### src/sid_pkg.sv
// ----------------------------------------------------------------------------
// sid_pkg
// Shared types and constants for the sorted insert deque and its cell row.
// ----------------------------------------------------------------------------
package sid_pkg;

	localparam int CAPACITY = 16;
	localparam int IDX_W    = (CAPACITY > 1) ? $clog2(CAPACITY) : 1;
	localparam int CNT_W    = $clog2(CAPACITY + 1);
	localparam int KEY_W    = 32;

	typedef enum logic [1:0] {
		OP_APPEND    = 2'd0,
		OP_INSERT    = 2'd1,
		OP_POP_FRONT = 2'd2,
		OP_POP_BACK  = 2'd3
	} op_t;

	typedef enum logic [1:0] {
		ST_DONE  = 2'd0,
		ST_FULL  = 2'd1,
		ST_EMPTY = 2'd2
	} status_t;

	typedef struct packed {
		logic                    append_en;
		logic                    insert_en;
		logic                    pop_front_en;
		logic                    descending;
		logic [CNT_W-1:0]        count;
		logic signed [KEY_W-1:0] key;
	} cell_cmd_t;

endpackage

### src/sorted_insert_deque.sv
// ----------------------------------------------------------------------------
// sorted_insert_deque
// Bounded double-ended buffer of signed keys with append, ordered insert,
// pop front and pop back, built as a row of compare-and-shift cells.
// ----------------------------------------------------------------------------
// No request is ever held off: busy never rises, a request may be issued on
// each clock, and its result appears with done in the following cycle. The
// ordered insert completes like any other request because the cells compare in
// parallel; the clock period is set by the move signal rippling through the
// row of cells, one gate per slot. Results cannot be stalled by the receiver.
module sorted_insert_deque (
	input  logic                             clk,
	input  logic                             arst_n,
	input  logic                             cfg_wen,
	input  logic                             cfg_wdata,
	input  logic                             start,
	output logic                             busy,
	input  logic [1:0]                       operation,
	input  logic signed [sid_pkg::KEY_W-1:0] key_in,
	output logic                             done,
	output logic signed [sid_pkg::KEY_W-1:0] key_out,
	output logic [1:0]                       status,
	output logic [4:0]                       fill_count
);
	import sid_pkg::*;

	logic                    desc_q;
	logic [CNT_W-1:0]        count_q;
	logic [CNT_W-1:0]        count_next;
	logic                    done_q;
	logic signed [KEY_W-1:0] key_out_q;
	status_t                 status_q;
	logic [4:0]              fill_q;

	op_t        op;
	logic       is_empty;
	logic       is_full;
	status_t    st_next;
	cell_cmd_t  cmd;

	logic signed [KEY_W-1:0] key_row  [CAPACITY];
	logic signed [KEY_W-1:0] back_c   [CAPACITY+1];
	logic                    shift_c  [CAPACITY+1];
	logic                    move_c   [CAPACITY+1];

	assign op       = op_t'(operation);
	assign is_empty = count_q == '0;
	assign is_full  = count_q == CNT_W'(CAPACITY);
	assign busy     = 1'b0;

	always_comb begin
		st_next    = ST_DONE;
		count_next = count_q;
		unique case (op)
			OP_APPEND, OP_INSERT: begin
				if (is_full) begin
					st_next = ST_FULL;
				end else begin
					count_next = CNT_W'(count_q + 1'b1);
				end
			end
			OP_POP_FRONT, OP_POP_BACK: begin
				if (is_empty) begin
					st_next = ST_EMPTY;
				end else begin
					count_next = CNT_W'(count_q - 1'b1);
				end
			end
			default: begin
				st_next = ST_DONE;
			end
		endcase
	end

	always_comb begin
		cmd              = '0;
		cmd.append_en    = start && (op == OP_APPEND) && !is_full;
		cmd.insert_en    = start && (op == OP_INSERT) && !is_full;
		cmd.pop_front_en = start && (op == OP_POP_FRONT) && !is_empty;
		cmd.descending   = desc_q;
		cmd.count        = count_q;
		cmd.key          = key_in;
	end

	assign shift_c[0]        = 1'b0;
	assign move_c[CAPACITY]  = 1'b1;
	assign back_c[CAPACITY]  = '0;

	for (genvar j = 0; j < CAPACITY; j++) begin : g_cell
		logic signed [KEY_W-1:0] prev_key;
		logic signed [KEY_W-1:0] next_key;

		if (j == 0) begin : g_first
			assign prev_key = '0;
		end else begin : g_mid
			assign prev_key = key_row[j-1];
		end

		if (j == CAPACITY - 1) begin : g_last
			assign next_key = '0;
		end else begin : g_rest
			assign next_key = key_row[j+1];
		end

		sid_cell u_cell (
			.clk        (clk),
			.idx        (IDX_W'(j)),
			.cmd        (cmd),
			.prev_key   (prev_key),
			.next_key   (next_key),
			.prev_shift (shift_c[j]),
			.move_in    (move_c[j+1]),
			.back_in    (back_c[j+1]),
			.key_q      (key_row[j]),
			.shift      (shift_c[j+1]),
			.move_out   (move_c[j]),
			.back_out   (back_c[j])
		);
	end

	always_ff @(posedge clk or negedge arst_n) begin
		if (!arst_n) begin
			desc_q  <= 1'b0;
			count_q <= '0;
			done_q  <= 1'b0;
		end else begin
			if (cfg_wen) begin
				desc_q <= cfg_wdata;
			end
			done_q <= start;
			if (start) begin
				count_q <= count_next;
			end
		end
	end

	always_ff @(posedge clk) begin
		if (start) begin
			status_q  <= st_next;
			fill_q    <= 5'(count_next);
			if (op == OP_POP_FRONT && !is_empty) begin
				key_out_q <= key_row[0];
			end else if (op == OP_POP_BACK && !is_empty) begin
				key_out_q <= back_c[0];
			end else begin
				key_out_q <= '0;
			end
		end
	end

	assign done       = done_q;
	assign key_out    = key_out_q;
	assign status     = status_q;
	assign fill_count = fill_q;

endmodule

### src/sid_cell.sv
// ----------------------------------------------------------------------------
// sid_cell
// One slot of the key row: compares the broadcast key with its own, and takes
// a key from the slot in front, the slot behind, or the request.
// ----------------------------------------------------------------------------
module sid_cell (
	input  logic                             clk,
	input  logic [sid_pkg::IDX_W-1:0]        idx,
	input  sid_pkg::cell_cmd_t               cmd,
	input  logic signed [sid_pkg::KEY_W-1:0] prev_key,
	input  logic signed [sid_pkg::KEY_W-1:0] next_key,
	input  logic                             prev_shift,
	input  logic                             move_in,
	input  logic signed [sid_pkg::KEY_W-1:0] back_in,
	output logic signed [sid_pkg::KEY_W-1:0] key_q,
	output logic                             shift,
	output logic                             move_out,
	output logic signed [sid_pkg::KEY_W-1:0] back_out
);
	import sid_pkg::*;

	logic [CNT_W-1:0] idx_ext;
	logic             below;
	logic             at_end;
	logic             is_last;
	logic             precedes;

	assign idx_ext  = CNT_W'(idx);
	assign below    = idx_ext < cmd.count;
	assign at_end   = idx_ext == cmd.count;
	assign is_last  = CNT_W'(idx_ext + 1'b1) == cmd.count;
	assign precedes = cmd.descending ? (cmd.key > key_q) : (cmd.key < key_q);

	// A held key moves back when the new key precedes it and every key behind it.
	assign move_out = !below || (precedes && move_in);
	assign shift    = below && move_out;
	assign back_out = is_last ? key_q : back_in;

	always_ff @(posedge clk) begin
		priority if (cmd.pop_front_en) begin
			key_q <= next_key;
		end else if (cmd.insert_en) begin
			if (prev_shift) begin
				key_q <= prev_key;
			end else if (shift || at_end) begin
				key_q <= cmd.key;
			end
		end else if (cmd.append_en && at_end) begin
			key_q <= cmd.key;
		end else begin
			key_q <= key_q;
		end
	end

endmodule
### config.mk
export PLATFORM = sky130hd
export DESIGN_NAME = sorted_insert_deque
export DESIGN_NICKNAME = d
export VERILOG_FILES = /design/src/sid_pkg.sv /design/src/sorted_insert_deque.sv /design/src/sid_cell.sv
export SDC_FILE = /design/constraint.sdc
export NUM_CORES = 2
export LEC_CHECK = 0
export BUFFER_PORTS_ARGS = -buffer_cell sky130_fd_sc_hd__buf_2
export CAP_MARGIN = 0
export CORE_MARGIN = 4
export CORE_UTILIZATION = 32
export DETAILED_ROUTE_END_ITERATION = 16
export PLACE_DENSITY = 0.51
export SLEW_MARGIN = 20
export SYNTH_ARGS = -nofsm -noshare
export SYNTH_HDL_FRONTEND = slang
export SYNTH_HIERARCHICAL = 1
export SYNTH_SLANG_ARGS = --single-unit
### constraint.sdc
create_clock -name clk -period 26.6 [get_ports clk]
set_clock_uncertainty 0.05 [all_clocks]
set_input_delay 1.33 -clock clk [delete_from_list [all_inputs] [get_ports clk]]
set_output_delay 1.33 -clock clk [all_outputs]
set_load 0.01 [all_outputs]
======== After elaboration in Yosys (flattened, before gate mapping) ========
Index checks and enable logic that the tools add are counted.
storage, ports and cells
  register bits after elaboration ......... 558
  bits of input ports ..................... 39
  output and inout bits ................... 41
  word-level logic and storage cells ...... 367
operators by class
  add/subtract/negate cells ............... 2
  magnitude comparators ................... 48
  eq/ne operators ......................... 36
  mux-type cells .......................... 118
  reductions and logical operators ........ 141
operators with widths
  kind                                                                          number
  32-bit two-way mux                                                            96
  32-bit greater-than comparator                                                16
  32-bit less-than comparator                                                   16
  4-bit by 2-bit != test with 1-bit output (second input constant)              14
  1-bit logical AND                                                             55
  3-bit nonzero test                                                            15
  4-bit by 5-bit equality test with 1-bit output (first input constant)         8
  4-bit by 5-bit less-than comparator with 1-bit output (first input constant)  8
  1-bit logical OR                                                              32
  2-bit AND reduction                                                           16
  3-bit by 5-bit equality test with 1-bit output (first input constant)         4
  3-bit by 5-bit less-than comparator with 1-bit output (first input constant)  4
  1-bit logical NOT                                                             18
  1-bit two-way mux                                                             17
  2-bit by 5-bit equality test with 1-bit output (first input constant)         2
  1-bit by 5-bit less-than comparator with 1-bit output (first input constant)  2
  2-bit by 5-bit less-than comparator with 1-bit output (first input constant)  2
  5-bit two-way mux                                                             2
  5-bit one-hot mux with 2 select lines                                         1
  5-bit by 1-bit adder with 5-bit output (second input constant)                1
  1-bit by 5-bit equality test with 1-bit output (first input constant)         1
  5-bit equality test (first input constant)                                    1
  5-bit equality test (second input constant)                                   1
  5-bit logical NOT                                                             1
  other kinds (10)                                                              12

======== Longest topological paths before layout ========
  depth after elaboration ................. 38
  gate-level depth with buffers ........... 46
  mapped depth without buffers ............ 45

======== Modules after synthesis ========
The synthesis kept the hierarchy.
modules (own cells, without submodules)
  module                            instances  cells an instance  area each (um^2)  seq. area each (um^2)
  sid_cell at g_cell[0].u_cell ...  15         335                3145.5            960.9
  sid_cell at g_cell[9].u_cell      1          332                3086.7            960.9
  sorted_insert_deque               1          180                2267.2            1346.3

======== Worst setup path before layout ========
No wires, ideal clock.
  kind .................................... input port to flip-flop
  start ................................... in key_in[15] in the netlist's numbering
  end ..................................... reg g_cell[1].u_cell/key_q[0] in the netlist's numbering (enable)
  library setup time ...................... 395 ps
  arrival ................................. 12984 ps
  data required time ...................... 26155 ps
  path slack .............................. 13172 ps
  stages on the path ...................... 41
  path buffers ............................ 0
  cell sequence ........................... ha_1 -> nand4_1 -> or4_1 -> a21o_2 -> a31oi_1 -> nor3_1 -> o311ai_1 -> nand2b_1 -> o311ai_1 -> nand2b_1 -> o311ai_1 -> nand2b_1 -> o311ai_1 -> nand2b_1 -> o311ai_1 -> nand2b_1 -> o311ai_1 -> nand3_1 -> (+5 left out) -> nand2b_1 -> o311ai_1 -> nand2b_1 -> o311ai_1 -> nand2b_1 -> o311ai_1 -> nand2b_1 -> o311ai_1 -> nand2b_1 -> o311ai_1 -> nand2b_1 -> o311ai_1 -> nand2b_1 -> o311ai_1 -> nand4b_1 -> a211oi_1 -> or2_1 -> o41a_1
RTL lines
  element               RTL line                   RTL
  from (decl)           sorted_insert_deque.sv:19  input logic signed [sid_pkg::KEY_W-1:0] key_in,
  to (signal assigned)  sid_cell.sv:41             key_q <= next_key;
  to (signal assigned)  sid_cell.sv:44             key_q <= prev_key;
  to (signal assigned)  sid_cell.sv:46             key_q <= cmd.key;
  to (decl)             sid_cell.sv:15             output logic signed [sid_pkg::KEY_W-1:0] key_q,

==> out/qor.yml <==
rsz0062_at_grt: "no"
violations: "slew limit"
leakagePower_nw: 27.2
power.density_mw_per_mm2: 78.0
synthCells: 5532
routed_wl_um: 168000
peakVddDrop_mv: 0.0435
hold_viol: 0
clk_path_buf_depth: 3
wire_per_inst_um: 20.6
n_fill_cell: 16800
criticalPathCategory: "input pin to flip-flop"
status: "complete, but fails checks"
nNetsFinal: 6551
gr-total-overflow: 0
timing.slew.headroom_pct: -53.9
dr.pass1.iters: 5
slew_violations: 33
worst_setup_path_start_kind: "input pin"
setup_violations: 0
fmax_mhz: 60.3
grt_usage_pct: 19.2
dp_hpwl_um: 121000
cts_hold_buffers: 0
use_met1_pct: 27.5
num_rows: 148
grt_pass1_wl_um: 254000
utilization_pct: 36.3
required_ps: 26870
die_x_um: 413
worstSkewPairLatency_ps: 660
max_stage_delay_ps: 740
post-cts-setup-buffer-count: 0
grt_max_degree: 226
initial_core_util_pct: 32.2
cap_violations: 0
cts_inserted_buffers: 73
synth_warnings: 6
core-area_mm2: 0.163
post-route-min-period_ps: 16590
die_h_um: 413
crit_fanout: 32
syn_to_final_growth_pct: 12.6
ant_nets: 0
busiest_layer: "met2"
drive_gt1_share_pct: 14.0
cts_tree: "built"
grt_pass1_vias: 40600
cts_resized: 0
worstSetupEndpointType: "flip-flop"
ioPinCount: 80
globalplace.congestion: 0.860
tightest_slew_ps: 2300
cts_max_level: 3
regArea_mm2: 0.0167
cp_slowest_cell: "o311ai_1"
post-route-period-util_pct: 62.4
synth_area_mm2: 0.0525
whs_ps: 469
setup_tns_ps: 0
min_path_type: "input pin to asynchronous set/reset pin"
dr.first_iter.drc_count: 3032
dieArea_mm2: 0.171
multi_input_area_mm2: 0.0338
grt_antenna_before_repair: 4
arrival_ps: 16860
drc_errors: 0
critPathMostFrequentCell: "o311ai_1"
syn_area_per_cell_um2: 9.49
viasPerCell: 5.14
root_buffer: "clkbuf_16"
use_met3_pct: 2.99
clk_pin_slew_ps: 60
clock_sinks: 558
portBuffers: 78
vias: 41900
grt.met2_usage_pct: 29.8
-- per-stage QoR --
stage / std cells / setup WS, ps / total power [mW] / cell area (µm²)
2_1_floorplan: 5891 / 13300 / 2.89 / 53900
3_3_place_gp: 8018 / 10470 / 3.59 / 56800
3_5_place_dp: 8018 / 9960 / 3.63 / 56900
4_1_cts: 8144 / 10530 / 4.64 / 59100
5_1_grt: 8144 / 9000 / 4.92 / 59100
6_report: 8145 / 10010 / 4.61 / 59100
-- where the power goes --
part,internal (mW),switching [mW],leakage (nW)
clock network,0.569,0.415,1.11
logic,1.00,1.28,20.9
registers,1.20,0.152,5.17
-- per-layer routing --
metal	vias up	wire (µm)
met1	20000	81500
met4	0	4940
met2	1046	73000
met5	-	0
met3	205	8380
li1	20600	-
-- cells in the final DEF, fill, tap and decap left out, types with 19 or more instances in the layout --
cell type	count
a21o_1	33
a21oi_1	262
a31oi_1	19
buf_2	78
buf_4	93
clkbuf_1	20
clkbuf_16	76
conb_1	361
edfxtp_1	551
ha_1	594
inv_1	657
mux2_1	120
mux2_2	394
mux2i_1	549
nand2_1	609
nand2b_2	30
nand3_1	69
nand4_1	142
nor2_1	106
nor2b_1	32
o211ai_1	30
o21ai_0	614
xnor2_1	34
xor2_1	32
-- cell type report --
class / count / share of cell area, %
clock inverter: 30 / 0.478
antenna: 1 / 0.00423
multi-input combinational: 4454 / 57.2
clock buffer: 96 / 3.34
tap: 2175 / 4.60
timing repair buffer: 174 / 1.94
sequential: 558 / 28.3
inverter: 657 / 4.17
-- state kept, by name (all words and copies together), names as in the netlist --
| name | cells |
|---|---|
| count_q | 5 |
| desc_q | 1 |
| done | 1 |
| fill_count | 5 |
| g_cell.u_cell/key_q | 512 |
| key_out | 32 |
| status | 2 |
-- final timing paths --
| kind | to | cells after the start | startpoint | slack, ps |
|---|---|---|---|---|
| min in group clk | g_cell[14].u_cell/key_q[6] | 2 | g_cell[15].u_cell/key_q[6] | 550 |
| setup / recovery | g_cell[1].u_cell/key_q[24] | 44 | key_in[15] | 10010 |
| max in group asynchronous | count_q[1] | 1 | arst_n | 25840 |
| hold reg to reg | g_cell[14].u_cell/key_q[6] | 2 | g_cell[15].u_cell/key_q[6] | 550 |
| hold / removal | done | 1 | arst_n | 470 |
| setup reg to reg | g_cell[1].u_cell/key_q[24] | 43 | g_cell[15].u_cell/key_q[15] | 10650 |
-- critical path: cells and delay by family --
kind / cells / cell delay [ps]
fa+ha+maj: 1 / 370
buf+inv: 3 / 810
compound gates: 19 / 10890
simple gates: 21 / 3420
(Power assumes the default switching activity.)
